File: config.mk
export PLATFORM = sky130hd
export DESIGN_NAME = frame_sequence_checker_top_flat
export DESIGN_NICKNAME = d
export VERILOG_FILES = /design/src/hw/rtl/fsc_pkg.sv /design/src/hw/rtl/fsc_ifs.sv /design/src/hw/rtl/fsc_frame_core.sv /design/src/hw/rtl/frame_sequence_checker_top.sv /design/src/flat_wrapper.sv
export SDC_FILE = /design/constraint.sdc
export NUM_CORES = 1
export LEC_CHECK = 0
export ABC_AREA = 1
export BUFFER_PORTS_ARGS = -buffer_cell sky130_fd_sc_hd__buf_4
export CORE_UTILIZATION = 40
export CTS_CLUSTER_SIZE = 24
export DETAILED_ROUTE_END_ITERATION = 10
export PLACE_DENSITY = 0.61
export SLEW_MARGIN = 30
export SYNTH_ARGS = -nofsm -noshare
export SYNTH_HDL_FRONTEND = slang
export SYNTH_HIERARCHICAL = 1
export SYNTH_SLANG_ARGS = --single-unit
export TNS_END_PERCENT = 10
File: constraint.sdc
create_clock -name clk -period 15.6 [get_ports clk]
set_input_delay 0.78 -clock clk [delete_from_list [all_inputs] [get_ports clk]]
set_output_delay 0.78 -clock clk [all_outputs]
set_load 0.1 [all_outputs]
File: src/hw/rtl/fsc_pkg.sv
// Shared constants, types and codes for the frame sequence checker.
package fsc_pkg;

	// Frame geometry
	localparam int FRAME_LEN = 26;
	localparam int ID_OFFSET = 2;
	localparam int POS_W     = 5;

	localparam logic [POS_W-1:0] POS_LAST  = POS_W'(FRAME_LEN - 1);
	localparam logic [POS_W-1:0] POS_ID_HI = POS_W'(ID_OFFSET);
	localparam logic [POS_W-1:0] POS_ID_LO = POS_W'(ID_OFFSET + 1);

	localparam logic [7:0]  HEADER_RESET = 8'h2A;
	localparam logic [15:0] PREV_ID_RESET = 16'hFFFF;
	localparam logic [31:0] CNT_MAX = 32'hFFFF_FFFF;

	// Counter slots
	localparam int NUM_CNT     = 4;
	localparam int CNT_VALID   = 0;
	localparam int CNT_CORRUPT = 1;
	localparam int CNT_GAP     = 2;
	localparam int CNT_DUP     = 3;

	// Frame verdict codes
	typedef enum logic [2:0] {
		ST_CORRUPT = 3'd0,
		ST_FIRST   = 3'd1,
		ST_IN_SEQ  = 3'd2,
		ST_DUP     = 3'd3,
		ST_GAP     = 3'd4
	} fsc_status_t;

	// One byte of the stream as held in the input register
	typedef struct packed {
		logic [7:0] data_byte;
		logic       start_of_scan;
	} fsc_byte_t;

	// Per-byte outcome from the frame core
	typedef struct packed {
		logic        frame_done;
		fsc_status_t status;
		logic [15:0] id;
		logic [31:0] valid_total;
		logic [31:0] corrupt_total;
		logic [31:0] gap_total;
		logic [31:0] duplicate_total;
	} fsc_result_t;

endpackage

File: src/hw/rtl/fsc_ifs.sv
// Valid/ready channel interfaces for the byte input and the frame result output.
interface fsc_byte_if;
	logic       valid;
	logic       ready;
	logic [7:0] data_byte;
	logic       start_of_scan;

	modport source (output valid, output data_byte, output start_of_scan, input ready);
	modport sink (input valid, input data_byte, input start_of_scan, output ready);
endinterface

interface fsc_result_if;
	logic        valid;
	logic        ready;
	logic [2:0]  frame_status;
	logic [15:0] frame_id;
	logic [31:0] valid_total;
	logic [31:0] corrupt_total;
	logic [31:0] gap_total;
	logic [31:0] duplicate_total;

	modport source (output valid, output frame_status, output frame_id,
		output valid_total, output corrupt_total, output gap_total,
		output duplicate_total, input ready);
	modport sink (input valid, input frame_status, input frame_id,
		input valid_total, input corrupt_total, input gap_total,
		input duplicate_total, output ready);
endinterface

File: src/hw/rtl/fsc_frame_core.sv
// Frame tracking state, id assembly, sequence judgment and saturating counters.
module fsc_frame_core
	import fsc_pkg::*;
(
	input  logic        clk,
	input  logic        arst_n,
	input  logic        fire,
	input  fsc_byte_t   byte_in,
	input  logic [7:0]  header_byte,
	output fsc_result_t result
);

	logic [POS_W-1:0] pos_q;
	logic             hdr_good_q;
	logic [7:0]       id_hi_q;
	logic [15:0]      id_asm_q;
	logic [15:0]      prev_id_q;
	logic             seen_valid_q;
	logic [31:0]      cnt_q [NUM_CNT];

	logic [POS_W-1:0] pos_eff;
	logic             hdr_good_eff;
	logic [15:0]      prev_id_eff;
	logic             seen_valid_eff;
	logic [31:0]      cnt_eff [NUM_CNT];

	logic [POS_W-1:0] pos_n;
	logic             hdr_good_n;
	logic [7:0]       id_hi_n;
	logic [15:0]      id_asm_n;
	logic [15:0]      prev_id_n;
	logic             seen_valid_n;
	logic [31:0]      cnt_n [NUM_CNT];
	logic             last;
	fsc_status_t      status;

	// Start of scan wipes the tracking state before the byte is used
	always_comb begin
		pos_eff        = byte_in.start_of_scan ? '0 : pos_q;
		hdr_good_eff   = byte_in.start_of_scan ? 1'b0 : hdr_good_q;
		prev_id_eff    = byte_in.start_of_scan ? PREV_ID_RESET : prev_id_q;
		seen_valid_eff = byte_in.start_of_scan ? 1'b0 : seen_valid_q;
		for (int i = 0; i < NUM_CNT; i++) begin
			cnt_eff[i] = byte_in.start_of_scan ? '0 : cnt_q[i];
		end
	end

	// Header check and big-endian id capture by byte position
	always_comb begin
		hdr_good_n = hdr_good_eff;
		id_hi_n    = id_hi_q;
		id_asm_n   = id_asm_q;
		if (pos_eff == '0) begin
			hdr_good_n = (byte_in.data_byte == header_byte);
			id_hi_n    = '0;
			id_asm_n   = '0;
		end
		if (pos_eff == POS_ID_HI) begin
			id_hi_n = byte_in.data_byte;
		end
		if (pos_eff == POS_ID_LO) begin
			id_asm_n = {id_hi_q, byte_in.data_byte};
		end
		last  = (pos_eff == POS_LAST);
		pos_n = last ? '0 : pos_eff + POS_W'(1);
	end

	// Verdict on the completed frame and counter updates
	always_comb begin
		status       = ST_CORRUPT;
		prev_id_n    = prev_id_eff;
		seen_valid_n = seen_valid_eff;
		for (int i = 0; i < NUM_CNT; i++) begin
			cnt_n[i] = cnt_eff[i];
		end
		if (last) begin
			if (!hdr_good_n) begin
				status = ST_CORRUPT;
				if (cnt_eff[CNT_CORRUPT] != CNT_MAX) begin
					cnt_n[CNT_CORRUPT] = cnt_eff[CNT_CORRUPT] + 32'd1;
				end
			end else begin
				if (!seen_valid_eff) begin
					status = ST_FIRST;
				end else if (id_asm_n == prev_id_eff) begin
					status = ST_DUP;
					if (cnt_eff[CNT_DUP] != CNT_MAX) begin
						cnt_n[CNT_DUP] = cnt_eff[CNT_DUP] + 32'd1;
					end
				end else if (id_asm_n != prev_id_eff + 16'd1) begin
					status = ST_GAP;
					if (cnt_eff[CNT_GAP] != CNT_MAX) begin
						cnt_n[CNT_GAP] = cnt_eff[CNT_GAP] + 32'd1;
					end
				end else begin
					status = ST_IN_SEQ;
				end
				prev_id_n    = id_asm_n;
				seen_valid_n = 1'b1;
				if (cnt_eff[CNT_VALID] != CNT_MAX) begin
					cnt_n[CNT_VALID] = cnt_eff[CNT_VALID] + 32'd1;
				end
			end
		end
	end

	// Result bundle seen by the output stage
	always_comb begin
		result.frame_done      = last;
		result.status          = status;
		result.id              = (status == ST_CORRUPT) ? '0 : id_asm_n;
		result.valid_total     = cnt_n[CNT_VALID];
		result.corrupt_total   = cnt_n[CNT_CORRUPT];
		result.gap_total       = cnt_n[CNT_GAP];
		result.duplicate_total = cnt_n[CNT_DUP];
	end

	// State registers, updated once per byte transfer
	always_ff @(posedge clk or negedge arst_n) begin
		if (!arst_n) begin
			pos_q        <= '0;
			hdr_good_q   <= 1'b0;
			id_hi_q      <= '0;
			id_asm_q     <= '0;
			prev_id_q    <= PREV_ID_RESET;
			seen_valid_q <= 1'b0;
			for (int i = 0; i < NUM_CNT; i++) begin
				cnt_q[i] <= '0;
			end
		end else if (fire) begin
			pos_q        <= pos_n;
			hdr_good_q   <= hdr_good_n;
			id_hi_q      <= id_hi_n;
			id_asm_q     <= id_asm_n;
			prev_id_q    <= prev_id_n;
			seen_valid_q <= seen_valid_n;
			for (int i = 0; i < NUM_CNT; i++) begin
				cnt_q[i] <= cnt_n[i];
			end
		end
	end

endmodule

File: src/hw/rtl/frame_sequence_checker_top.sv
// Top level of the frame sequence checker: input register, frame core, result register.
// The checker takes one stream byte per cycle while its input is not stalled
// and gives one result every FRAME_LEN bytes (26), when the last byte of a
// frame has been processed. A byte transferred in is held in the input
// register, the frame core judges it combinationally, and its result is loaded
// into the result register and visible from there, provided that register is
// free. Throughput is one byte per cycle while input is not stalled, set by
// the frame core updating its state once per byte transfer. Bytes that close
// no frame keep flowing while a result waits to be taken. A frame's last byte
// waits in the input register until the result register frees up, and input
// stalls meanwhile. header_byte resets to 0x2A; the user must write it through
// cfg_we/cfg_wdata only while the stream is idle, which the block does not
// enforce. start_of_scan on a byte clears counters, sequence history and frame
// position before that byte is taken; a partial frame then gives no result.
module frame_sequence_checker_top
	import fsc_pkg::*;
(
	input  logic         clk,
	input  logic         arst_n,
	fsc_byte_if.sink     in_ch,
	fsc_result_if.source out_ch,
	input  logic         cfg_we,
	input  logic [7:0]   cfg_wdata
);

	logic [7:0]  header_q;
	logic        valid_s1;
	fsc_byte_t   byte_s1;
	fsc_result_t result;
	logic        out_valid_q;
	fsc_result_t out_q;
	logic        in_xfer;
	logic        out_free;
	logic        adv_s1;
	logic        load_out;

	// Handshake control
	assign in_xfer  = in_ch.valid && in_ch.ready;
	assign out_free = !out_valid_q || out_ch.ready;
	assign adv_s1   = valid_s1 && (!result.frame_done || out_free);
	assign load_out = adv_s1 && result.frame_done;
	assign in_ch.ready = !valid_s1 || adv_s1;

	// Header register
	always_ff @(posedge clk or negedge arst_n) begin
		if (!arst_n) begin
			header_q <= HEADER_RESET;
		end else if (cfg_we) begin
			header_q <= cfg_wdata;
		end
	end

	// Input register
	always_ff @(posedge clk or negedge arst_n) begin
		if (!arst_n) begin
			valid_s1 <= 1'b0;
		end else if (in_xfer) begin
			valid_s1 <= 1'b1;
		end else if (adv_s1) begin
			valid_s1 <= 1'b0;
		end
	end

	always_ff @(posedge clk) begin
		if (in_xfer) begin
			byte_s1.data_byte     <= in_ch.data_byte;
			byte_s1.start_of_scan <= in_ch.start_of_scan;
		end
	end

	fsc_frame_core u_core (
		.clk         (clk),
		.arst_n      (arst_n),
		.fire        (adv_s1),
		.byte_in     (byte_s1),
		.header_byte (header_q),
		.result      (result)
	);

	// Result register
	always_ff @(posedge clk or negedge arst_n) begin
		if (!arst_n) begin
			out_valid_q <= 1'b0;
		end else if (load_out) begin
			out_valid_q <= 1'b1;
		end else if (out_ch.ready) begin
			out_valid_q <= 1'b0;
		end
	end

	always_ff @(posedge clk) begin
		if (load_out) begin
			out_q <= result;
		end
	end

	assign out_ch.valid           = out_valid_q;
	assign out_ch.frame_status    = out_q.status;
	assign out_ch.frame_id        = out_q.id;
	assign out_ch.valid_total     = out_q.valid_total;
	assign out_ch.corrupt_total   = out_q.corrupt_total;
	assign out_ch.gap_total       = out_q.gap_total;
	assign out_ch.duplicate_total = out_q.duplicate_total;

	// A stalled result is never overwritten
	a_no_overwrite: assert property (@(posedge clk) disable iff (!arst_n)
		(out_valid_q && !out_ch.ready) |-> !load_out)
		else $error("result register overwritten while stalled");

	// A held input byte is never overwritten
	a_s1_hold: assert property (@(posedge clk) disable iff (!arst_n)
		(valid_s1 && !adv_s1) |-> !in_xfer)
		else $error("input register overwritten while held");

	// Corrupt frames carry a zero id
	a_corrupt_id: assert property (@(posedge clk) disable iff (!arst_n)
		load_out |=> (out_q.status != ST_CORRUPT || out_q.id == 16'd0))
		else $error("corrupt frame reported with nonzero id");

	// The first valid frame since a clear is the only valid one counted
	a_first_counts: assert property (@(posedge clk) disable iff (!arst_n)
		(out_valid_q && out_q.status == ST_FIRST) |->
		(out_q.valid_total == 32'd1 && out_q.gap_total == 32'd0 &&
		out_q.duplicate_total == 32'd0))
		else $error("first valid frame with inconsistent counters");

endmodule

File: src/flat_wrapper.sv
// flat-port wrapper written by rule: the top's interface ports become plain ports
module frame_sequence_checker_top_flat import fsc_pkg::*;
  (clk, arst_n, cfg_we, cfg_wdata, in_ch_valid, in_ch_data_byte, in_ch_start_of_scan, in_ch_ready, out_ch_valid, out_ch_frame_status, out_ch_frame_id, out_ch_valid_total, out_ch_corrupt_total, out_ch_gap_total, out_ch_duplicate_total, out_ch_ready);
  fsc_byte_if in_ch_i ();
  fsc_result_if out_ch_i ();
  input  logic clk;
  input  logic arst_n;
  input  logic cfg_we;
  input  logic [7:0] cfg_wdata;
  input wire logic [$bits(in_ch_i.valid)-1:0] in_ch_valid;
  input wire logic [$bits(in_ch_i.data_byte)-1:0] in_ch_data_byte;
  input wire logic [$bits(in_ch_i.start_of_scan)-1:0] in_ch_start_of_scan;
  output wire logic [$bits(in_ch_i.ready)-1:0] in_ch_ready;
  output wire logic [$bits(out_ch_i.valid)-1:0] out_ch_valid;
  output wire logic [$bits(out_ch_i.frame_status)-1:0] out_ch_frame_status;
  output wire logic [$bits(out_ch_i.frame_id)-1:0] out_ch_frame_id;
  output wire logic [$bits(out_ch_i.valid_total)-1:0] out_ch_valid_total;
  output wire logic [$bits(out_ch_i.corrupt_total)-1:0] out_ch_corrupt_total;
  output wire logic [$bits(out_ch_i.gap_total)-1:0] out_ch_gap_total;
  output wire logic [$bits(out_ch_i.duplicate_total)-1:0] out_ch_duplicate_total;
  input wire logic [$bits(out_ch_i.ready)-1:0] out_ch_ready;
  assign in_ch_i.valid = in_ch_valid;
  assign in_ch_i.data_byte = in_ch_data_byte;
  assign in_ch_i.start_of_scan = in_ch_start_of_scan;
  assign in_ch_ready = in_ch_i.ready;
  assign out_ch_valid = out_ch_i.valid;
  assign out_ch_frame_status = out_ch_i.frame_status;
  assign out_ch_frame_id = out_ch_i.frame_id;
  assign out_ch_valid_total = out_ch_i.valid_total;
  assign out_ch_corrupt_total = out_ch_i.corrupt_total;
  assign out_ch_gap_total = out_ch_i.gap_total;
  assign out_ch_duplicate_total = out_ch_i.duplicate_total;
  assign out_ch_i.ready = out_ch_ready;
  frame_sequence_checker_top u_core (.clk(clk), .arst_n(arst_n), .in_ch(in_ch_i), .out_ch(out_ch_i), .cfg_we(cfg_we), .cfg_wdata(cfg_wdata));
endmodule
### Word-level counts from Yosys, hierarchy flattened

Index checks and enable logic that the tools add are counted.

| storage, ports and cells | value |
|---|---|
| RAM bits | 0 |
| logic and storage cells | 91 |
| memories | 0 |
| bits in latches | 0 |
| bits of input ports | 22 |
| output and inout bits | 149 |
| register bits | 341 |
| bits in read-only memories | 0 |

| cells by class | value |
|---|---|
| bitwise gates (word level) | 0 |
| muxes and demuxes | 39 |
| divide/modulo/power cells | 0 |
| $add $sub $neg | 6 |
| $lt $le $gt $ge | 0 |
| shift-type cells | 0 |
| reduce and logical (&&, ||, !) cells | 15 |
| equal/unequal tests | 10 |
| $mul | 0 |

Operators by type and width:

| operator | number |
|---|---|
| 2-to-1 mux 32 bit | 13 |
| adder 32 x 1 -> 32 bit, second input constant | 4 |
| 2-to-1 mux 128 bit | 1 |
| 2-to-1 mux 64 bit | 2 |
| inequality test 32 bit, second input constant | 4 |
| 2-to-1 mux 16 bit | 5 |
| adder 16 x 1 -> 16 bit, second input constant | 1 |
| equality test 16 bit | 1 |
| 2-to-1 mux 8 bit | 2 |
| inequality test 16 bit | 1 |
| 2-to-1 mux 3 bit | 5 |
| equality test 5 x 2 -> 1 bit, second input constant | 2 |
| 2-to-1 mux 5 bit | 2 |
| 2-to-1 mux 1 bit | 9 |
| equality test 8 bit | 1 |
| nonzero test 2 bit | 3 |
| adder 5 x 1 -> 5 bit, second input constant | 1 |
| equality test 5 bit, second input constant | 1 |
| zero test 5 bit | 1 |
| logical AND 1 bit | 3 |
| zero test 1 bit | 3 |
| zero test 3 bit | 1 |
| logical OR 1 bit | 3 |
| AND reduction 2 bit | 1 |

### Depth between registers and ports, before layout

Gate-level depths: netlist of the first run.

| logic depth | value |
|---|---|
| depth after elaboration | 11 |
| mapped depth | 23 |
| gate-level depth less buffers | 22 |

### By module

The synthesis of the first run kept the hierarchy.

By module, submodules not included:

| module | area an instance (um2) | times used | cells an instance | sequential area each (um2) |
|---|---|---|---|---|
| fsc_frame_core | 13,864.5 | 1 | 2,277 | 4,399.2 |
| frame_sequence_checker_top | 5,103.6 | 1 | 204 | 4,938.5 |

### Least setup slack after synthesis of the first run

No wires, ideal clock.

| timing | value |
|---|---|
| path kind | register to register |
| start | register u_core/byte_s1[0] (netlist bit) |
| end | register u_core.out_q (netlist bit u_core/out_ch.corrupt_total[0]) (enable) |
| arrival | 4.486 ns |
| required time | 15.100 ns |
| setup slack | 10.614 ns |
| cell stages (with the launch flop) | 12 |
| buffers on the path | 2 |
| period minus slack after synthesis | 4.986 ns |
| setup time | 0.500 ns |
| cell sequence | edfxtp_1 -> inv_2 -> nand2_2 -> inv_1 -> nand2_1 -> nor3_1 -> nand2_1 -> clkinv_1 -> clkbuf_1 -> buf_4 -> nand3_1 -> inv_1 |

| on the way | value |
|---|---|
| cells in the longest elaborated chain, start to end | 6 |

RTL lines:

| element | RTL line | RTL |
|---|---|---|
| start, declared | frame_sequence_checker_top.sv:28 | `fsc_byte_t byte_s1;` |
| 2-to-1 mux 5 bit (*) | fsc_frame_core.sv:39 | `pos_eff = byte_in.start_of_scan ? '0 : pos_q;` |
| equality test 5 bit (*) | fsc_frame_core.sv:64 | `last = (pos_eff == POS_LAST);` |
| net u_core.u_core.last | fsc_frame_core.sv:34 | `logic last;` |
| zero test 1 bit | frame_sequence_checker_top.sv:40 | `assign adv_s1 = valid_s1 && (!result.frame_done \|\| out_free);` |
| logical OR 1 bit | frame_sequence_checker_top.sv:40 |  |
| logical AND 1 bit | frame_sequence_checker_top.sv:40 |  |
| logical AND 1 bit (*) | frame_sequence_checker_top.sv:41 | `assign load_out = adv_s1 && result.frame_done;` |
| net u_core.load_out | frame_sequence_checker_top.sv:35 | `logic load_out;` |
| end signal, assigned | frame_sequence_checker_top.sv:93 | `out_q <= result;` |
| end, declared | frame_sequence_checker_top.sv:31 | `fsc_result_t out_q;` |

Mark *: on every way through the listed nets, which the timed path passes. The rest lies on a longest branch.
A chain may end at the register's enable or synchronous reset.

==> impl_metrics.env, run 1 <==
export IMPL_synthToLayoutAreaGrowth_pct=16.5
export IMPL_critPathCaptureType="flip-flop"
export IMPL_cts_max_level=2
export IMPL_syn_num_nets=2508
export IMPL_post_cts_buffers=0
export IMPL_tns_ps=0
export IMPL_antenna_found_initial=0
export IMPL_diodes=0
export IMPL_drive_gt1_share_pct=11.3
export IMPL_drt_wl_total_um=52500
export IMPL_cts_buffers=40
export IMPL_layout_common_cells="nand2_1 (712), inv_1 (348), nor2_1 (300)"
export IMPL_drtAntennaViolNets=0
export IMPL_yosys_register_bits=341
export IMPL_drt_initial_drc_count=1145
export IMPL_critical_path_buf_inv_count=5
export IMPL_min_path_type="in -> async"
export IMPL_first_global_vias=16000
export IMPL_fin_crit_sh_pct=30.7
export IMPL_grt_pass1_wl_um=84000
export IMPL_crit_fanout=41
export IMPL_arrival_ps=5110
export IMPL_cts_root_buf="clkbuf_16"
export IMPL_cts_hold_buf=0
export IMPL_post_drt_wl_per_cell_um=16.1
export IMPL_cts_tree="yes"
export IMPL_leakage_nw=9.38
export IMPL_firstDrtPassIters=9
export IMPL_cp_data_required_time_ps=15910
export IMPL_drc=26
export IMPL_layout_commonest_cell="nand2_1"
export IMPL_synth_area_um2=19000
export IMPL_status="complete, but fails checks"
export IMPL_nets=2652
export IMPL_gp_congestion=0.932
export IMPL_ir_drop_v=0.0000914
export IMPL_crit_family="simple AND/OR/NAND/NOR gates"
export IMPL_report_final_slew_viol_count=0
export IMPL_grt_max_degree=85
export IMPL_crit_path_cell_trace="buf_4 > inv_2 > buf_4 > nand2_1 > ha_1 > inv_1 > nor2_1 > nand2_1 > nor2_1 > nand2_1 > nand2_1 > inv_1 > nand2_1 > nand2_1 > nor2_1 > nand4_1 > nor2_2 > nor2_4 > nand2_1 > o21ai_0 > and2_1"
export IMPL_max_freq_ghz=0.208
export IMPL_setup_viol=0
export IMPL_final_cells=3263
export IMPL_cp_slowest_stage_delay_ps=460
export IMPL_viasPerCell=5.07
export IMPL_crit_type="reg -> reg"
export IMPL_cts_clk_slew_worst_paths_ps=60
export IMPL_tightest_slew_ps=918
export IMPL_synthCells=2481
export IMPL_slowest_stage="buf_4"
export IMPL_io_pins=171
export IMPL_timing_final_hold_violations=0
export IMPL_powerDensity_nw_per_um2=93.5
export IMPL_num_vias=16600
export IMPL_seq_area_frac_synth_pct=49.2
export IMPL_yosysUniqueCellTypes=42
export IMPL_row_count=79
export IMPL_start_util_pct=40.7
export IMPL_max_cap_viol_count=0
export IMPL_skew_ps=23.6
export IMPL_globalRouteTotalUtil_pct=22.0
export IMPL_cts_path_max_buffers=3
export IMPL_fp_coreArea_um2=46700
export IMPL_violations="design-rule violations"
export IMPL_clk_latency_ps=560
export IMPL_cts_sinks=341
export IMPL_die_w_um=220
export IMPL_fp_dieH_um=220
export IMPL_grt_overflow=0
export IMPL_dpl_hpwl_um=36900
export IMPL_worst_path_most_repeated_cell="nand2_1"
export IMPL_slew_headroom_pct=38.8
export IMPL_rsz0062_at_grt="no"
export IMPL_dp_cells=3190
export IMPL_cts_resized=0
export IMPL_die_area_um2=48300
export IMPL_start_kind="flip-flop"
export IMPL_ys_warn_count=6
export IMPL_portBuffers=170
export IMPL_fin_crit_ps=4800
export IMPL_syn_avg_cell_area_um2=7.65
==> state kept, by name (all words and copies together), names as in the netlist, 3 cells and up <==
name	cells
u_core/u_core/cnt_q	128
u_core/out_ch.frame_id	16
u_core/u_core/prev_id_q	16
u_core/byte_s1	9
u_core/u_core/id_asm_q	16
u_core/header_q	8
u_core/out_ch.frame_status	3
u_core/out_ch.valid_total	32
u_core/out_ch.gap_total	32
u_core/out_ch.corrupt_total	32
u_core/u_core/id_hi_q	8
u_core/out_ch.duplicate_total	32
u_core/u_core/pos_q	5
==> where the power goes <==
group          internal, mW  switching (mW)
clock                 0.581           0.378
sequential            0.951          0.0109
combinational        0.0358           0.110
==> final timing paths <==
| kind | slack (ps) | endpoint | cells past startpoint | start |
|---|---|---|---|---|
| max | 10800 | u_core/out_ch.gap_total[5] | 21 | u_core/byte_s1[0] |
| min | 200 | u_core/u_core/cnt_q[44] | 1 | arst_n |
| max reg2reg | 10800 | u_core/out_ch.gap_total[5] | 21 | u_core/byte_s1[0] |
| min reg2reg | 480 | u_core/u_core/cnt_q[12] | 2 | u_core/u_core/cnt_q[12] |
| max in group asynchronous | 13510 | u_core/u_core/cnt_q[77] | 3 | arst_n |
| min in group clk | 400 | u_core/byte_s1[4] | 1 | in_ch_data_byte[3] |
==> worst register-to-register path: cells and delay by family, from the launching register on <==
kind | cells | cell delay (ps)
simple gates | 14 | 2450
compound gates | 1 | 120
buf+inv | 5 | 1450
flops | 1 | 310
fa+ha+maj | 1 | 230
==> area by class of cell <==
type | instances | area [µm²]
Inverter | 355 | 1350
Timing Repair Buffer | 181 | 1370
Fill cell | 4578 | 24500
Multi-Input combinational cell | 1706 | 7950
Clock buffer | 52 | 1100
Tap cell | 607 | 759
Sequential cell | 341 | 9340
Clock inverter | 21 | 243
==> metrics by stage <==
stage | hold slack, ps | instance area [µm²] | setup slack [ps] | util, % | power, mW
final | 197 | 22100 | 10800 | 47.4 | 2.07
after global routing | 226 | 22100 | 10410 | 47.4 | 2.15
after detailed placement | 465 | 20800 | 10820 | 44.5 | 1.12
after CTS | 207 | 22100 | 10820 | 47.4 | 2.10
after global placement | 463 | 20700 | 10570 | 44.5 | 1.12
after floorplan | 449 | 19000 | 10610 | - | 1.08
==> synth_stat cells, drive strengths merged <==
cell type	number	share of area, %
ha	5	0.33
nand3b	5	0.20
a32o	1	0.053
xor2	65	3.0
o22ai	1	0.033
xnor2	26	1.3
nor3	56	1.6
and2	14	0.46
or4	1	0.040
nand4	60	2.0
clkbuf	46	0.91
a31oi	9	0.30
edfxtp	156	25
nor2	314	6.5
o2bb2ai	1	0.046
nand2	720	14
o21bai	15	0.59
dfrtp	166	22
nor4	15	0.49
clkinv	2	0.040
or2	2	0.066
dfstp	19	2.6
o21ai	210	5.6
a21o	1	0.040
inv	353	7.0
nor4b	1	0.046
nand3	179	4.7
a21oi	2	0.053
buf	33	0.98
and3	3	0.099
==> per-layer routing <==
metal / track usage, % / vias up / part of all wire, %
met3: 3.12 / 92 / 5.0
li1: - / 8222 / -
met1: 30.0 / 7775 / 46
met2: 35.6 / 462 / 46
met5: 0 / - / 0
met4: 7.86 / 0 / 3.1
==> logic make-up after synthesis <==
kind of cell,share of synthesized area (%)
compound gates,6.68
flops,49.2
simple gates,30.6
fa+ha+maj,0.330
buf+inv,8.91
xor+xnor,4.28
Note: power is estimated with default switching activity, not from simulation.
==> run 2, diff against run 1 <==
--- a/config.mk
+++ b/config.mk
@@ -10,7 +10,7 @@
 export CORE_UTILIZATION = 40
 export CTS_CLUSTER_SIZE = 24
 export DETAILED_ROUTE_END_ITERATION = 10
-export PLACE_DENSITY = 0.61
+export PLACE_DENSITY = 0.64
 export SLEW_MARGIN = 30
 export SYNTH_ARGS = -nofsm -noshare
 export SYNTH_HDL_FRONTEND = slang
==> constraint.sdc (replaced) <==
create_clock -name clk -period 4 [get_ports clk]
set_input_delay 0.2 -clock clk [delete_from_list [all_inputs] [get_ports clk]]
set_output_delay 0.2 -clock clk [all_outputs]
set_load 0.1 [all_outputs]
==> run 2 against run 1 <==
The run still ends with design-rule violations left. Via count rose by 1.9%. First-iteration DRC count rose by 21%. Routed wire length rose by 2.8%. Combinational power rose to 4.2 times the previous value. Clock power rose to 4.1 times the previous value. Non-clock buffer count rose by 53. Setup slack got worse by 10000 ps. Sequential share of layout area fell by 1.2 points. Critical path type unchanged. Power rose to 4.0 times the previous value.
==> impl_metrics.env, run 2 (synthesis gave the netlist of run 1 again) <==
export IMPL_start_util_pct=40.7
export IMPL_row_count=79
export IMPL_final_area_um2=22800
export IMPL_post_drt_wl_per_cell_um=16.3
export IMPL_leakage_nw=9.65
export IMPL_num_vias=16900
export IMPL_crit_type="reg -> reg"
export IMPL_fin_ws_ps=389
export IMPL_first_global_vias=16300
export IMPL_slew_headroom_pct=46.1
export IMPL_critPathCaptureType="flip-flop"
export IMPL_largest_register_ffs=128
export IMPL_dpl_hpwl_um=38300
export IMPL_min_path_type="in -> async"
export IMPL_arrival_ps=3920
export IMPL_die_area_um2=48300
export IMPL_portBuffers=170
export IMPL_globalRouteTotalUtil_pct=22.7
export IMPL_start_kind="flip-flop"
export IMPL_timing_final_hold_violations=0
export IMPL_grt_overflow=0
export IMPL_firstDrtPassIters=9
export IMPL_drive_gt1_share_pct=11.8
export IMPL_crit_fanout=36
export IMPL_cts_clk_slew_worst_paths_ps=60
export IMPL_skew_ps=25.1
export IMPL_layout_common_cells="nand2_1 (712), inv_1 (348), nor2_1 (300)"
export IMPL_setup_viol=0
export IMPL_cts_path_max_buffers=3
export IMPL_rsz0062_at_grt="no"
export IMPL_io_pins=171
export IMPL_top_layer="met4"
export IMPL_cts_max_level=2
export IMPL_violations="design-rule violations"
export IMPL_power_mw=8.32
export IMPL_cts_sinks=341
export IMPL_max_freq_ghz=0.277
export IMPL_tightest_slew_ps=808
export IMPL_grt_pass1_wl_um=86700
export IMPL_layout_commonest_cell="nand2_1"
export IMPL_die_w_um=220
export IMPL_fp_dieH_um=220
export IMPL_fin_util_pct=48.8
export IMPL_fp_coreArea_um2=46700
export IMPL_drtAntennaViolNets=0
export IMPL_largest_register="u_core/u_core/cnt_q"
export IMPL_powerDensity_nw_per_um2=366
export IMPL_ir_drop_v=0.000259
export IMPL_status="complete, but fails checks"
export IMPL_met3_length_um=2650
export IMPL_gp_congestion=0.921
export IMPL_cp_data_required_time_ps=4310
export IMPL_wl_met2_um=25300
export IMPL_drt_wl_total_um=54000
export IMPL_drt_initial_drc_count=1380
export IMPL_max_cap_viol_count=0
export IMPL_dp_cells=3207
export IMPL_fin_crit_sh_pct=90.3
export IMPL_pre_cts_slack_ps=277
export IMPL_cts_tree="yes"
export IMPL_wl_met1_um=24600
export IMPL_report_final_slew_viol_count=0
export IMPL_drc=20
export IMPL_nets=2705
export IMPL_final_cells=3318
export IMPL_grt_max_degree=113
export IMPL_clk_latency_ps=570
export IMPL_viasPerCell=5.08
export IMPL_tns_ps=0
export IMPL_fin_crit_ps=3610
export IMPL_post_cts_buffers=0
export IMPL_synthToLayoutAreaGrowth_pct=20.0
export IMPL_placed_cell_area_um2=20900
export IMPL_hold_ws_ps=255
export IMPL_antenna_found_initial=1
export IMPL_cts_root_buf="clkbuf_16"
export IMPL_cts_buffers=40
-- run 2: cell count changes in the layout (fill, tap and decap cells not counted), moves of 2 or more --
| cell | before | now |
|---|---|---|
| buf_12 | 0 | 5 |
| buf_4 | 178 | 190 |
| bufinv_16 | 5 | 7 |
| clkbuf_8 | 2 | 5 |
| clkinv_1 | 6 | 4 |
| clkinv_2 | 7 | 3 |
| clkinv_4 | 1 | 3 |
| clkinvlp_4 | 1 | 4 |
| dlygate4sd3_1 | 0 | 36 |
| inv_6 | 5 | 3 |
-- run 2: what timing repair did --
action,in CTS,in global routing
setup endpoints to repair,0,26
endpoints found under the hold margin,97,0
hold buffers,36,0
resized for setup,0,4
-- run 2: final cells by class --
| cell class | count | area, µm² |
|---|---|---|
| multi-input cells | 1706 | 7950 |
| inverters | 355 | 1340 |
| flip-flops and latches | 341 | 9340 |
| repair buffers | 234 | 1930 |
| well taps | 607 | 759 |
| diodes | 1 | 2.50 |
| clock inverters | 21 | 315 |
| clock buffers | 53 | 1120 |
| fillers | 4529 | 23900 |
-- run 2: final timing paths --
kind                                         start                         end  slack [ps]  cells past startpoint
setup / recovery                 u_core/byte_s1[0]  u_core/out_ch.gap_total[5]         390                     20
hold / removal                              arst_n     u_core/u_core/cnt_q[48]         260                      2
setup reg to reg                 u_core/byte_s1[0]  u_core/out_ch.gap_total[5]         390                     20
hold reg to reg            u_core/u_core/cnt_q[97]     u_core/u_core/cnt_q[97]         480                      2
max in group asynchronous                   arst_n     u_core/u_core/cnt_q[43]        2710                      3
min in group clk                in_ch_data_byte[1]           u_core/byte_s1[2]         360                      2
-- run 2: per-layer routing --
metal | up-vias | global-route usage [%]
met1 | 7942 | 31.0
met3 | 96 | 2.84
met2 | 478 | 37.0
met5 | - | 0
li1 | 8344 | -
met4 | 0 | 7.52
-- run 2: critical path, cell delays in order, from the launching register on --
cell and delay (ps):
edfxtp_1 410, inv_2 100, clkbuf_8 290, nand2_1 210
ha_1 230, inv_1 50, nor2_1 210, nand2_1 110
nor2_1 210, nand3_1 140, nand2_1 90, nand2_1 50
nand2_1 80, nand2_1 60, nor2_1 160, nand2_1 90
nor2_2 250, nor2_4 160, nand2_1 150, o21ai_0 120
and2_1 180
-- run 2: report_power, final --
group | total (mW) | internal (mW) | switching, mW
clock | 3.95 | 2.45 | 1.51
sequential | 3.75 | 3.71 | 0.0434
combinational | 0.617 | 0.177 | 0.440
